--- config.mk ---
export PLATFORM = sky130hd
export DESIGN_NAME = multicore_round_robin_run_queue
export DESIGN_NICKNAME = d
export VERILOG_FILES = /design/src/design/rrq_pkg.sv /design/src/design/rrq_ram.sv /design/src/design/rrq_regs.sv /design/src/design/rrq_engine.sv /design/src/design/multicore_round_robin_run_queue.sv
export SDC_FILE = /design/constraint.sdc
export NUM_CORES = 1
export LEC_CHECK = 0
export BUFFER_PORTS_ARGS = -buffer_cell sky130_fd_sc_hd__clkbuf_2
export CAP_MARGIN = 20
export CORE_UTILIZATION = 35
export CTS_CLUSTER_SIZE = 8
export DETAILED_ROUTE_END_ITERATION = 8
export SYNTH_ARGS = -nofsm -noshare
export SYNTH_HDL_FRONTEND = slang
export SYNTH_SLANG_ARGS = --single-unit
--- constraint.sdc ---
create_clock -name clk_i -period 3.5 [get_ports clk_i]
set_input_delay 0.7 -clock clk_i [delete_from_list [all_inputs] [get_ports clk_i]]
set_output_delay 0.7 -clock clk_i [all_outputs]
set_load 0.005 [all_outputs]
--- src/design/rrq_pkg.sv ---
package rrq_pkg;

  // Widths of the fields on the item and result ports.
  localparam int MODE_W      = 3;
  localparam int CPU_FIELD_W = 3;
  localparam int ID_FIELD_W  = 8;

  // Configuration port layout.
  localparam int ACTIVE_W   = 4;
  localparam int APB_DATA_W = 32;
  localparam int APB_ADDR_W = 3;
  localparam int REG_IDX_W  = 1;

  // Register indexes and their reset values.
  localparam int REG_ACTIVE_CPUS = 0;
  localparam logic [ACTIVE_W-1:0] ACTIVE_CPUS_RESET = 4'd8;

  // Operation codes carried in the mode field.
  typedef enum logic [MODE_W-1:0] {
    MODE_TICK           = 3'd0,
    MODE_ENQUEUE        = 3'd1,
    MODE_REMOVE_THREAD  = 3'd2,
    MODE_REMOVE_PROCESS = 3'd3,
    MODE_FAULT          = 3'd4,
    MODE_QUERY          = 3'd5
  } mode_e;

  typedef logic [ID_FIELD_W-1:0] id_field_t;

  // One input word.
  typedef struct packed {
    mode_e                  mode;
    logic [CPU_FIELD_W-1:0] cpu;
    id_field_t              thread_id;
    id_field_t              process_id;
    logic                   preemptible;
  } item_t;

  // One result word.
  typedef struct packed {
    logic      switched;
    logic      has_thread;
    id_field_t run_thread;
    id_field_t run_process;
    logic      had_current;
    logic      queue_full;
  } result_t;

  localparam result_t RESULT_NONE = '0;

endpackage

--- src/design/rrq_ram.sv ---
module rrq_ram #(
  parameter int WIDTH = 16,
  parameter int DEPTH = 16,
  localparam int ADDR_W = (DEPTH > 1) ? $clog2(DEPTH) : 1
) (
  input  logic              clk_i,
  input  logic              we_i,
  input  logic [ADDR_W-1:0] waddr_i,
  input  logic [WIDTH-1:0]  wdata_i,
  input  logic [ADDR_W-1:0] raddr_i,
  output logic [WIDTH-1:0]  rdata_o
);

  logic [WIDTH-1:0] mem_q [DEPTH];
  logic [WIDTH-1:0] rdata_q;

  // Single write port.
  always_ff @(posedge clk_i) begin
    if (we_i) begin
      mem_q[waddr_i] <= wdata_i;
    end
  end

  // Registered read port.
  always_ff @(posedge clk_i) begin
    rdata_q <= mem_q[raddr_i];
  end

  assign rdata_o = rdata_q;

endmodule

--- src/design/rrq_regs.sv ---
module rrq_regs import rrq_pkg::*; (
  input  logic                  clk_i,
  input  logic                  rst_ni,
  input  logic                  psel,
  input  logic                  penable,
  input  logic                  pwrite,
  input  logic [APB_ADDR_W-1:0] paddr,
  input  logic [APB_DATA_W-1:0] pwdata,
  output logic [APB_DATA_W-1:0] prdata,
  output logic                  pready,
  output logic [ACTIVE_W-1:0]   active_cpus_o
);

  logic [ACTIVE_W-1:0]  active_q;
  logic [REG_IDX_W-1:0] reg_idx;
  logic                 sel_active;
  logic                 wr_en;

  // Registers sit on 32-bit word boundaries.
  assign reg_idx    = paddr[APB_ADDR_W-1:2];
  assign sel_active = (reg_idx == REG_IDX_W'(REG_ACTIVE_CPUS));
  assign pready     = 1'b1;
  assign wr_en      = psel && penable && pwrite && pready;

  // Number of CPU slots that the remove operations scan.
  always_ff @(posedge clk_i or negedge rst_ni) begin
    if (!rst_ni) begin
      active_q <= ACTIVE_CPUS_RESET;
    end else if (wr_en && sel_active) begin
      active_q <= pwdata[ACTIVE_W-1:0];
    end
  end

  // Read data.
  assign prdata        = sel_active ? APB_DATA_W'(active_q) : '0;
  assign active_cpus_o = active_q;

endmodule

--- src/design/rrq_engine.sv ---
module rrq_engine import rrq_pkg::*; #(
  parameter int QUEUE_DEPTH = 16,
  parameter int NUM_CPUS    = 8,
  parameter int ID_BITS     = 8
) (
  input  logic                clk_i,
  input  logic                rst_ni,
  input  logic                start_i,
  input  item_t               item_i,
  input  logic [ACTIVE_W-1:0] active_cpus_i,
  output logic                busy_o,
  output logic                done_o,
  output result_t             result_o
);

  localparam int QPTR_W = $clog2(QUEUE_DEPTH);
  localparam int CNT_W  = QPTR_W + 1;
  localparam int CPU_W  = (NUM_CPUS > 1) ? $clog2(NUM_CPUS) : 1;
  localparam int SCAN_W = $clog2(NUM_CPUS + 1);

  typedef logic [ID_BITS-1:0] id_t;
  typedef struct packed {
    id_t process;
    id_t thread;
  } entry_t;

  typedef enum logic [1:0] {
    ST_IDLE,
    ST_CPU,
    ST_WALK,
    ST_SCAN
  } state_e;

  // Control state.
  state_e              state_q, state_d;
  logic [QPTR_W-1:0]   head_q, head_d;
  logic [CNT_W-1:0]    count_q, count_d;
  logic [NUM_CPUS-1:0] cpu_busy_q, cpu_busy_d;
  logic                done_q, done_d;
  result_t             result_q, result_d;

  // Working registers of the current operation.
  item_t               item_q, item_d;
  logic [QPTR_W-1:0]   src_q, src_d;
  logic [QPTR_W-1:0]   dst_q, dst_d;
  logic [CNT_W-1:0]    rem_q, rem_d;
  logic [CNT_W-1:0]    kept_q, kept_d;
  logic                pend_q, pend_d;
  logic [SCAN_W-1:0]   scan_q, scan_d;
  logic                scan_pend_q, scan_pend_d;
  logic [CPU_W-1:0]    scan_idx_q, scan_idx_d;

  // Memory ports.
  logic              q_we;
  logic [QPTR_W-1:0] q_waddr;
  entry_t            q_wdata;
  logic [QPTR_W-1:0] q_raddr;
  entry_t            q_rdata;
  logic              c_we;
  logic [CPU_W-1:0]  c_waddr;
  entry_t            c_wdata;
  logic [CPU_W-1:0]  c_raddr;
  entry_t            c_rdata;

  // Derived values.
  logic [CNT_W-1:0]  tail_sum;
  logic [QPTR_W-1:0] tail_ptr;
  logic              in_cpu_ok;
  logic [CPU_W-1:0]  cidx;
  logic              busy_c;
  logic              queue_ne;
  logic              by_process;
  id_t               key;
  id_t               q_key;
  id_t               c_key;
  logic [SCAN_W-1:0] scan_lim;

  function automatic logic [QPTR_W-1:0] ptr_inc(input logic [QPTR_W-1:0] p);
    ptr_inc = (p == QPTR_W'(QUEUE_DEPTH - 1)) ? '0 : p + 1'b1;
  endfunction

  // Queue of waiting (thread, process) pairs.
  rrq_ram #(
    .WIDTH (2 * ID_BITS),
    .DEPTH (QUEUE_DEPTH)
  ) u_queue_ram (
    .clk_i   (clk_i),
    .we_i    (q_we),
    .waddr_i (q_waddr),
    .wdata_i (q_wdata),
    .raddr_i (q_raddr),
    .rdata_o (q_rdata)
  );

  // Current thread of each CPU.
  rrq_ram #(
    .WIDTH (2 * ID_BITS),
    .DEPTH (NUM_CPUS)
  ) u_cpu_ram (
    .clk_i   (clk_i),
    .we_i    (c_we),
    .waddr_i (c_waddr),
    .wdata_i (c_wdata),
    .raddr_i (c_raddr),
    .rdata_o (c_rdata)
  );

  // Tail slot of the queue, wrapping at the depth.
  assign tail_sum = CNT_W'(head_q) + count_q;
  assign tail_ptr = (tail_sum >= CNT_W'(QUEUE_DEPTH)) ?
                    QPTR_W'(tail_sum - CNT_W'(QUEUE_DEPTH)) : QPTR_W'(tail_sum);

  assign in_cpu_ok = (32'(item_i.cpu) < NUM_CPUS);
  assign cidx      = CPU_W'(item_q.cpu);
  assign busy_c    = cpu_busy_q[cidx];
  assign queue_ne  = (count_q != '0);

  // Match keys for the remove operations.
  assign by_process = (item_q.mode == MODE_REMOVE_PROCESS);
  assign key        = by_process ? id_t'(item_q.process_id) : id_t'(item_q.thread_id);
  assign q_key      = by_process ? q_rdata.process : q_rdata.thread;
  assign c_key      = by_process ? c_rdata.process : c_rdata.thread;

  // Slots scanned, limited to the CPUs that exist.
  assign scan_lim = (32'(active_cpus_i) > NUM_CPUS) ? SCAN_W'(NUM_CPUS)
                                                    : SCAN_W'(active_cpus_i);

  // Sequencer: decode, read-modify-write of the memories, queue compaction and slot scan.
  always_comb begin
    state_d     = state_q;
    head_d      = head_q;
    count_d     = count_q;
    cpu_busy_d  = cpu_busy_q;
    done_d      = 1'b0;
    result_d    = result_q;
    item_d      = item_q;
    src_d       = src_q;
    dst_d       = dst_q;
    rem_d       = rem_q;
    kept_d      = kept_q;
    pend_d      = pend_q;
    scan_d      = scan_q;
    scan_pend_d = scan_pend_q;
    scan_idx_d  = scan_idx_q;
    q_we        = 1'b0;
    q_waddr     = tail_ptr;
    q_wdata     = c_rdata;
    q_raddr     = head_q;
    c_we        = 1'b0;
    c_waddr     = cidx;
    c_wdata     = q_rdata;
    c_raddr     = cidx;

    case (state_q)
      ST_IDLE: begin
        c_raddr = CPU_W'(item_i.cpu);
        if (start_i) begin
          item_d = item_i;
          case (item_i.mode)
            MODE_ENQUEUE: begin
              done_d   = 1'b1;
              result_d = RESULT_NONE;
              if (count_q == CNT_W'(QUEUE_DEPTH)) begin
                result_d.queue_full = 1'b1;
              end else begin
                q_we    = 1'b1;
                q_wdata = '{process: id_t'(item_i.process_id),
                            thread:  id_t'(item_i.thread_id)};
                count_d = count_q + 1'b1;
              end
            end
            MODE_REMOVE_THREAD, MODE_REMOVE_PROCESS: begin
              src_d   = head_q;
              dst_d   = head_q;
              rem_d   = count_q;
              kept_d  = '0;
              pend_d  = 1'b0;
              state_d = ST_WALK;
            end
            MODE_TICK, MODE_FAULT, MODE_QUERY: begin
              if (in_cpu_ok) begin
                state_d = ST_CPU;
              end else begin
                done_d   = 1'b1;
                result_d = RESULT_NONE;
              end
            end
            default: begin
              done_d   = 1'b1;
              result_d = RESULT_NONE;
            end
          endcase
        end
      end

      ST_CPU: begin
        done_d   = 1'b1;
        state_d  = ST_IDLE;
        result_d = RESULT_NONE;
        case (item_q.mode)
          MODE_TICK: begin
            if (item_q.preemptible && queue_ne) begin
              // Pop the head, requeue the running thread, install the popped one.
              head_d = ptr_inc(head_q);
              if (busy_c) begin
                q_we = 1'b1;
              end else begin
                count_d = count_q - 1'b1;
              end
              c_we                 = 1'b1;
              cpu_busy_d[cidx]     = 1'b1;
              result_d.switched    = 1'b1;
              result_d.has_thread  = 1'b1;
              result_d.run_thread  = id_field_t'(q_rdata.thread);
              result_d.run_process = id_field_t'(q_rdata.process);
            end else if (busy_c) begin
              result_d.has_thread  = 1'b1;
              result_d.run_thread  = id_field_t'(c_rdata.thread);
              result_d.run_process = id_field_t'(c_rdata.process);
            end
          end
          MODE_FAULT: begin
            // The faulting thread is dropped; a switch is tried only if one ran.
            result_d.had_current = busy_c;
            if (busy_c && item_q.preemptible && queue_ne) begin
              head_d               = ptr_inc(head_q);
              count_d              = count_q - 1'b1;
              c_we                 = 1'b1;
              result_d.switched    = 1'b1;
              result_d.has_thread  = 1'b1;
              result_d.run_thread  = id_field_t'(q_rdata.thread);
              result_d.run_process = id_field_t'(q_rdata.process);
            end else begin
              cpu_busy_d[cidx] = 1'b0;
            end
          end
          default: begin
            if (busy_c) begin
              result_d.has_thread  = 1'b1;
              result_d.run_thread  = id_field_t'(c_rdata.thread);
              result_d.run_process = id_field_t'(c_rdata.process);
            end
          end
        endcase
      end

      ST_WALK: begin
        // Read one entry a cycle; the entry read last cycle is kept or dropped.
        q_raddr = src_q;
        if (rem_q != '0) begin
          src_d  = ptr_inc(src_q);
          rem_d  = rem_q - 1'b1;
          pend_d = 1'b1;
        end else begin
          pend_d = 1'b0;
        end
        if (pend_q && (q_key != key)) begin
          q_we    = 1'b1;
          q_waddr = dst_q;
          q_wdata = q_rdata;
          dst_d   = ptr_inc(dst_q);
          kept_d  = kept_q + 1'b1;
        end
        if (rem_q == '0) begin
          count_d = kept_d;
          if (kept_d == '0) begin
            head_d = '0;
          end
          scan_d      = '0;
          scan_pend_d = 1'b0;
          state_d     = ST_SCAN;
        end
      end

      ST_SCAN: begin
        // Read one CPU slot a cycle; a matching busy slot is released.
        c_raddr = scan_q[CPU_W-1:0];
        if (scan_q < scan_lim) begin
          scan_d      = scan_q + 1'b1;
          scan_idx_d  = scan_q[CPU_W-1:0];
          scan_pend_d = 1'b1;
        end else begin
          scan_pend_d = 1'b0;
        end
        if (scan_pend_q && cpu_busy_q[scan_idx_q] && (c_key == key)) begin
          cpu_busy_d[scan_idx_q] = 1'b0;
        end
        if (scan_q >= scan_lim) begin
          done_d   = 1'b1;
          result_d = RESULT_NONE;
          state_d  = ST_IDLE;
        end
      end

      default: begin
        state_d = ST_IDLE;
      end
    endcase
  end

  // State and registered outputs.
  always_ff @(posedge clk_i or negedge rst_ni) begin
    if (!rst_ni) begin
      state_q    <= ST_IDLE;
      head_q     <= '0;
      count_q    <= '0;
      cpu_busy_q <= '0;
      done_q     <= 1'b0;
      result_q   <= RESULT_NONE;
    end else begin
      state_q    <= state_d;
      head_q     <= head_d;
      count_q    <= count_d;
      cpu_busy_q <= cpu_busy_d;
      done_q     <= done_d;
      result_q   <= result_d;
    end
  end

  // Working registers, always loaded before use.
  always_ff @(posedge clk_i) begin
    item_q      <= item_d;
    src_q       <= src_d;
    dst_q       <= dst_d;
    rem_q       <= rem_d;
    kept_q      <= kept_d;
    pend_q      <= pend_d;
    scan_q      <= scan_d;
    scan_pend_q <= scan_pend_d;
    scan_idx_q  <= scan_idx_d;
  end

  assign busy_o   = (state_q != ST_IDLE);
  assign done_o   = done_q;
  assign result_o = result_q;

endmodule

--- src/design/multicore_round_robin_run_queue.sv ---
// Enqueue and the no-op cases give their result word in the cycle after acceptance;
// tick, fault and query first read the queue and CPU memories, then write them.
// Remove thread or process runs a compaction that walks the queue memory one entry a
// cycle, then the CPU memory one slot a cycle.
// A new word is accepted in the cycle its predecessor's result is shown; results cannot stall.
// Reset empties the queue, marks every CPU idle and sets active_cpus to 8.
module multicore_round_robin_run_queue import rrq_pkg::*; #(
  parameter int QUEUE_DEPTH = 16,
  parameter int NUM_CPUS    = 8,
  parameter int ID_BITS     = 8
) (
  input  logic                  clk_i,
  input  logic                  rst_ni,
  input  logic                  psel,
  input  logic                  penable,
  input  logic                  pwrite,
  input  logic [APB_ADDR_W-1:0] paddr,
  input  logic [APB_DATA_W-1:0] pwdata,
  output logic [APB_DATA_W-1:0] prdata,
  output logic                  pready,
  input  logic                  start,
  output logic                  busy,
  input  item_t                 item_i,
  output logic                  done_o,
  output result_t               result_o
);

  logic [ACTIVE_W-1:0] active_cpus;

  // Configuration register.
  rrq_regs u_regs (
    .clk_i         (clk_i),
    .rst_ni        (rst_ni),
    .psel          (psel),
    .penable       (penable),
    .pwrite        (pwrite),
    .paddr         (paddr),
    .pwdata        (pwdata),
    .prdata        (prdata),
    .pready        (pready),
    .active_cpus_o (active_cpus)
  );

  // Scheduler engine with its queue and CPU memories.
  rrq_engine #(
    .QUEUE_DEPTH (QUEUE_DEPTH),
    .NUM_CPUS    (NUM_CPUS),
    .ID_BITS     (ID_BITS)
  ) u_engine (
    .clk_i         (clk_i),
    .rst_ni        (rst_ni),
    .start_i       (start),
    .item_i        (item_i),
    .active_cpus_i (active_cpus),
    .busy_o        (busy),
    .done_o        (done_o),
    .result_o      (result_o)
  );

endmodule

==> results.py, run 1 <==
metrics = {
    "logic_synthesis": {
        "synth-edff-count": 434,
        "synth_area_per_cell_um2": 16.4,
        "ys_ff_latch": 510,
        "yosys_warnings": 0,
        "syn_area_um2": 21300,
        "yosysTopAreaCell": "edfxtp_1",
        "async_reset_ff_share_pct": 8.63,
        "synth_seq_area_share_pct": 69.5,
        "synth_top_cell_area_share_pct": 61.3,
        "yosysUniqueCellTypes": 63,
        "synthCells": 1295,
        "synth_area_leaders": "edfxtp_1 61%, mux4_2 10%, dfrtp_1 5.1%",
        "dominantRegCellSynth": "edfxtp_1",
    },
    "final_layout": {
        "fin_util_pct": 42.4,
        "finalNonFillerCells": 2259,
        "stdcell_area_um2": 25300,
        "nets": 1532,
        "syn2layout_area_growth_pct": 18.8,
        "n_fill_cell": 5259,
        "layout_commonest_cell": "edfxtp_1",
        "num_antenna_cells": 0,
        "final_cell_mix": "434 x edfxtp_1, 99 x mux4_2, 92 x nand2_1",
        "drive_above_1_share_pct": 25.6,
    },
    "clock_tree": {
        "clk_latency_ns": 0.61,
        "htreeDepth": 3,
        "cts_tree": "done",
        "clkSinkCount": 510,
        "root_buffer": "clkbuf_16",
        "numCtsBuffers": 74,
        "cts.path.max_buffers": 3,
        "path_clk_slew_ns": 0.05,
        "cts_setup_buffers": 0,
    },
    "sta": {
        "hold_violations": 0,
        "clock_skew_ns": 0.0423,
        "layout_min_cycle_time_ns": 3.33,
        "setup_viol": 0,
        "fmax_ghz": 0.301,
        "period_share_pct": 95.1,
        "relSlewSlack_pct": 29.7,
        "worst_pin_slew_ns": 1.05,
        "whs_ns": 0.276,
        "drv_slew": 0,
        "rsz0062_at_grt": "false",
    },
    "global_routing": {
        "grt_pass1_vias": 12100,
        "grt_max_degree": 37,
        "antenna_found_initial": 0,
        "grt_util_all_layers_pct": 15.9,
        "grt.overflow.total": 0,
        "grt_pass1_wl_mm": 74.2,
    },
    "place": {
        "place_area_um2": 23100,
        "gp_congestion": 0.799,
        "placed_cells": 2139,
        "hpwl_mm": 31.0,
        "port_buffers": 59,
    },
    "detailed_routing": {
        "m1WireLength_mm": 20.6,
        "via_per_inst": 5.14,
        "drt_iter0_drc": 817,
        "drt-wirelength-per-cell_um": 21.6,
        "routed-wl-met3_mm": 2.05,
        "ant_nets": 0,
        "routed_wl_mm": 48.9,
        "routed.top_layer": "met4",
        "vias": 11600,
        "drc": 0,
        "firstDrtPassIters": 5,
        "wl_met2_mm": 25.4,
    },
    "pwr": {
        "power.total_mw": 23.8,
        "p_seq_share_pct": 39.2,
        "p_per_area_nw_per_um2": 942,
        "p_leak_nw": 8.74,
        "swShare_pct": 32.8,
        "intPower_mw": 16.0,
        "clkPwrFrac_pct": 27.6,
        "switching_power_mw": 7.81,
        "combPwrFrac_pct": 33.1,
        "ir_worst_vdd_mv": 0.444,
    },
    "worst_setup_path": {
        "cp.arrival_ns": 3.62,
        "crit_end": "u_engine.u_queue_ram.mem_q[4][7]",
        "reg2reg_depth": 8,
        "r2r_slack_ns": 0.17,
        "crit_path_end_kind": "flip-flop",
        "crit_fanout": 10,
        "r2r_start": "u_engine.c_waddr[0]",
        "start_kind": "flip-flop",
        "reg2reg_to": "u_engine.u_queue_ram.mem_q[4][7]",
        "worst_ep_required_time_ns": 3.79,
        "cp-startpoint": "u_engine.c_waddr[0]",
        "path_class": "reg -> reg",
    },
    "flow_run": {
        "cap_violations": 0,
    },
    "floorplanning": {
        "initial_core_util_pct": 35.7,
        "num_rows": 89,
        "top_level_ports": 119,
        "die_y_um": 249,
        "chipWidth_um": 249,
        "core_um2": 59600,
        "dieArea_um2": 61800,
    },
    "worst_hold_path": {
        "worstHoldPathType": "in -> reg",
    },
    "run_status": {
        "status": "finished, final reports clean",
    },
}
## state kept, by name, summed over array words and instances, names as in the netlist, 2 cells and up, named ones only
signal                        flops
u_engine.item_q                  20
u_engine.u_queue_ram.mem_q      256
u_engine.scan_idx_q               3
u_engine.dst_q                    4
u_engine.result_o                20
u_regs.active_cpus_o              4
u_engine.head_q                   4
u_engine.kept_q                   5
u_engine.u_queue_ram.rdata_o     16
u_engine.u_cpu_ram.rdata_o       16
u_engine.state_q                  2
u_engine.u_cpu_ram.mem_q        128
u_engine.count_q                  5
u_engine.scan_q                   4
u_engine.rem_q                    5
u_engine.c_waddr                  3
u_engine.src_q                    4
## worst min-delay path by stage
stage | end | cells after the start | from | slack [ns]
after floorplan | asynchronous set/reset pin | 0 | rst_ni | 0.40
after global placement | u_engine.result_o[13] | 2 | u_engine.result_o[13] | 0.47
after detailed placement | u_engine.result_o[5] | 2 | u_engine.result_o[5] | 0.47
after CTS | u_engine.item_q[0] | 1 | item_i[0] | 0.25
after global routing | u_engine.item_q[0] | 1 | item_i[0] | 0.26
final | u_engine.item_q[0] | 1 | item_i[0] | 0.28
## final cells by class
type	instances	area (um^2)	area share, %
Sequential cell	510	14800	58.5
Inverter	36	135	0.535
Clock inverter	7	145	0.574
Tap cell	773	967	3.83
Clock buffer	110	2010	7.94
Multi-Input combinational cell	684	6120	24.2
Timing Repair Buffer	139	1120	4.45
## logic make-up (layout without fill, tap and decap cells)
logic type / count (synthesis) / count (layout) / share of synthesized area, %
and+or+nand+nor: 252 / 252 / 5.62
muxes: 130 / 130 / 12.1
adders and majority gates: 23 / 23 / 1.42
xor gates and xnor gates: 49 / 49 / 2.02
buffers and inverters: 128 / 292 / 2.86
other: 2 / 29 / 0.0353
DFF: 510 / 510 / 69.5
AOI/OAI and AO/OA: 201 / 201 / 6.48
## stage by stage
| step | setup WS (ns) | TNS [ns] |
|---|---|---|
| after floorplan | -0.0966 | -4.43 |
| after global placement | 0.0726 | 0 |
| after detailed placement | 0.0812 | 0 |
| after CTS | 0.0822 | 0 |
| after global routing | 0.0409 | 0 |
| final | 0.173 | 0 |
## metal layers
layer / up-vias / GRT usage [%]
met4: 0 / 5.24
met3: 60 / 2.96
met2: 269 / 27.7
met5: - / 0
met1: 5952 / 20.0
li1: 5329 / -
## worst max-delay path, cell delays in order (launching register included)
cell and delay (ns):
edfxtp_1 0.46, nand2b_1 0.18, mux4_2 0.54, and2_1 0.22, o31ai_2 0.37, a21oi_1 0.14
or4b_1 0.63, nor2_2 0.21, buf_4 0.24
## power by group through the flow
stage,clock network (mW),registers (mW),logic [mW]
6_report,6.58,9.34,7.89
5_1_grt,6.98,9.43,8.63
4_1_cts,6.73,9.33,7.99
3_5_place_dp,0,9.43,7.95
3_3_place_gp,0,9.37,7.74
2_1_floorplan,0,9.16,5.42
## Yosys cell counts, types with 17 or more instances
| cell | number |
|---|---|
| a211oi_1 | 17 |
| a21oi_1 | 30 |
| a22oi_1 | 19 |
| a31oi_1 | 26 |
| and2_1 | 25 |
| buf_4 | 29 |
| clkbuf_1 | 46 |
| dfrtp_1 | 43 |
| dfxtp_1 | 32 |
| edfxtp_1 | 434 |
| ha_1 | 21 |
| inv_1 | 36 |
| mux2_2 | 24 |
| mux4_2 | 99 |
| nand2_1 | 92 |
| nor2_1 | 60 |
| o21ai_0 | 46 |
| xnor2_1 | 36 |
## what timing repair did
item,4_1_cts,5_1_grt
endpoints found under the setup margin,0,37
hold buffers,0,1
endpoints found under the hold margin,0,8
resized for setup,0,1
Power figures use the tool's default switching activity.
==> run 2, diff against run 1 <==
--- a/config.mk
+++ b/config.mk
@@ -8,6 +8,7 @@
 export BUFFER_PORTS_ARGS = -buffer_cell sky130_fd_sc_hd__clkbuf_2
 export CAP_MARGIN = 20
 export CORE_UTILIZATION = 35
+export CTS_BUF_LIST = sky130_fd_sc_hd__clkbuf_8
 export CTS_CLUSTER_SIZE = 8
 export DETAILED_ROUTE_END_ITERATION = 8
 export SYNTH_ARGS = -nofsm -noshare
==> results.py, run 2 (same netlist as run 1, synthesis figures left out) <==
metrics = {
    "global_routing": {
        "grt_pass1_wl_mm": 74.3,
        "grt.overflow.total": 0,
        "grt_pass1_vias": 12200,
        "antenna_found_initial": 0,
        "grt_util_all_layers_pct": 15.9,
        "met2_usage_pct": 28.0,
        "grt_util_met1_pct": 19.7,
        "grt_busiest_layer": "met2",
        "use_met3_pct": 3.07,
        "grt_max_degree": 37,
    },
    "final_layout": {
        "syn2layout_area_growth_pct": 16.2,
        "drive_above_1_share_pct": 26.5,
        "n_fill_cell": 5353,
        "final_cell_mix": "434 x edfxtp_1, 99 x mux4_2, 92 x nand2_1",
        "layout_commonest_cell": "edfxtp_1",
        "fin_util_pct": 41.5,
        "largest-register": "u_engine.u_queue_ram.mem_q",
        "largest_register_ff_count": 256,
        "finalNonFillerCells": 2295,
        "reg_top3": "u_engine.u_queue_ram.mem_q x256, u_engine.u_cpu_ram.mem_q x128",
        "num_antenna_cells": 0,
        "nets": 1543,
        "stdcell_area_um2": 24700,
    },
    "worst_setup_path": {
        "critPathSlowestCell": "or4b_1",
        "path_class": "reg -> reg",
        "cpPeakStageDelay_ns": 0.63,
        "worst_ep_required_time_ns": 3.86,
        "start_kind": "flip-flop",
        "cp.arrival_ns": 3.65,
        "crit_fanout": 10,
        "crit_path_end_kind": "flip-flop",
        "path_cells": "nand2b_1, mux4_2, and2_1, o31ai_2, a21oi_1, or4b_1, nor2_2, buf_4",
        "r2r_slack_ns": 0.21,
    },
    "clock_tree": {
        "clkSinkCount": 510,
        "path_clk_slew_ns": 0.06,
        "cts_tree": "done",
        "clk_latency_ns": 0.68,
        "root_buffer": "clkbuf_8",
        "htreeDepth": 3,
        "cts.path.max_buffers": 3,
        "numCtsBuffers": 85,
    },
    "floorplanning": {
        "dieArea_um2": 61800,
        "core_um2": 59600,
        "top_level_ports": 119,
        "chipWidth_um": 249,
        "num_rows": 89,
        "initial_core_util_pct": 35.7,
        "die_y_um": 249,
    },
    "sta": {
        "period_share_pct": 94.1,
        "setup_viol": 0,
        "worst_pin_slew_ns": 1.05,
        "drv_slew": 0,
        "rsz0062_at_grt": "false",
        "layout_min_cycle_time_ns": 3.29,
        "hold_violations": 0,
        "setup_ws_ns": 0.207,
        "clock_skew_ns": 0.0370,
        "fmax_ghz": 0.304,
        "relSlewSlack_pct": 29.9,
    },
    "detailed_routing": {
        "firstDrtPassIters": 5,
        "via_per_inst": 5.11,
        "ant_nets": 0,
        "drt_iter0_drc": 891,
        "routed_wl_mm": 48.9,
        "drt-wirelength-per-cell_um": 21.3,
        "drc": 0,
        "vias": 11700,
    },
    "pwr": {
        "p_leak_nw": 8.65,
        "p_per_area_nw_per_um2": 895,
        "power.total_mw": 22.1,
        "ir_worst_vdd_mv": 0.427,
    },
    "place": {
        "place_ws_ns": 0.0812,
        "place_area_um2": 23100,
        "port_buffers": 59,
        "hpwl_mm": 31.0,
        "placed_cells": 2139,
        "gp_congestion": 0.799,
    },
    "run_status": {
        "status": "finished, final reports clean",
    },
    "flow_run": {
        "cap_violations": 0,
    },
    "worst_hold_path": {
        "worstHoldPathType": "in -> reg",
    },
}
==> run 2: report_power, final <==
part	switching [mW]	internal [mW]
registers	0.764	8.56
clock network	2.43	2.49
logic	4.49	3.40
==> run 2: path summary, 6_finish.rpt <==
kind	endpoint	start	depth (start not counted)
min reg2reg	u_engine.result_o[5]	u_engine.result_o[5]	2
min	u_engine.item_q[0]	item_i[0]	1
max in group asynchronous	u_engine.result_o[14]	rst_ni	4
min in group asynchronous	u_engine.state_q[1]	rst_ni	2
max reg2reg	u_engine.u_queue_ram.mem_q[4][0]	u_engine.c_waddr[0]	8
max	u_engine.u_queue_ram.mem_q[4][0]	u_engine.c_waddr[0]	8
==> run 2: timing repair <==
item	in CTS	in global routing
buffers inserted	0	0
hold buffers	0	1
hold endpoints to repair	0	10
endpoints found under the setup margin	0	28
gates resized for setup	0	1
==> run 2: cell type report <==
type | count | area, um^2 | share of cell area (%)
Sequential cell | 510 | 14800 | 59.8
Multi-Input combinational cell | 684 | 6120 | 24.8
Clock buffer | 90 | 1240 | 5.01
Timing Repair Buffer | 139 | 1120 | 4.55
Tap cell | 773 | 967 | 3.91
Clock inverter | 63 | 348 | 1.41
Inverter | 36 | 135 | 0.547
==> run 2: metrics by stage <==
step,hold WS (ns),setup TNS (ns)
detailed placement,0.472,0
floorplan,0.404,-4.43
finish,0.222,0
CTS,0.166,0
global placement,0.467,0
global route,0.191,0
==> run 2: critical path: cells and delay by family, from the launching register on <==
kind / cells / cell delay, ns
flip-flops: 1 / 0.47
buffers and inverters: 1 / 0.24
multiplexers: 1 / 0.54
AND/OR/NAND/NOR: 4 / 1.23
AO/OA/AOI/OAI: 2 / 0.49
==> run 2: routing by layer <==
metal,up-vias,share of wire (%)
li1,5373,-
met2,283,52
met3,61,4.8
met5,-,0
met4,0,1.8
met1,6014,41
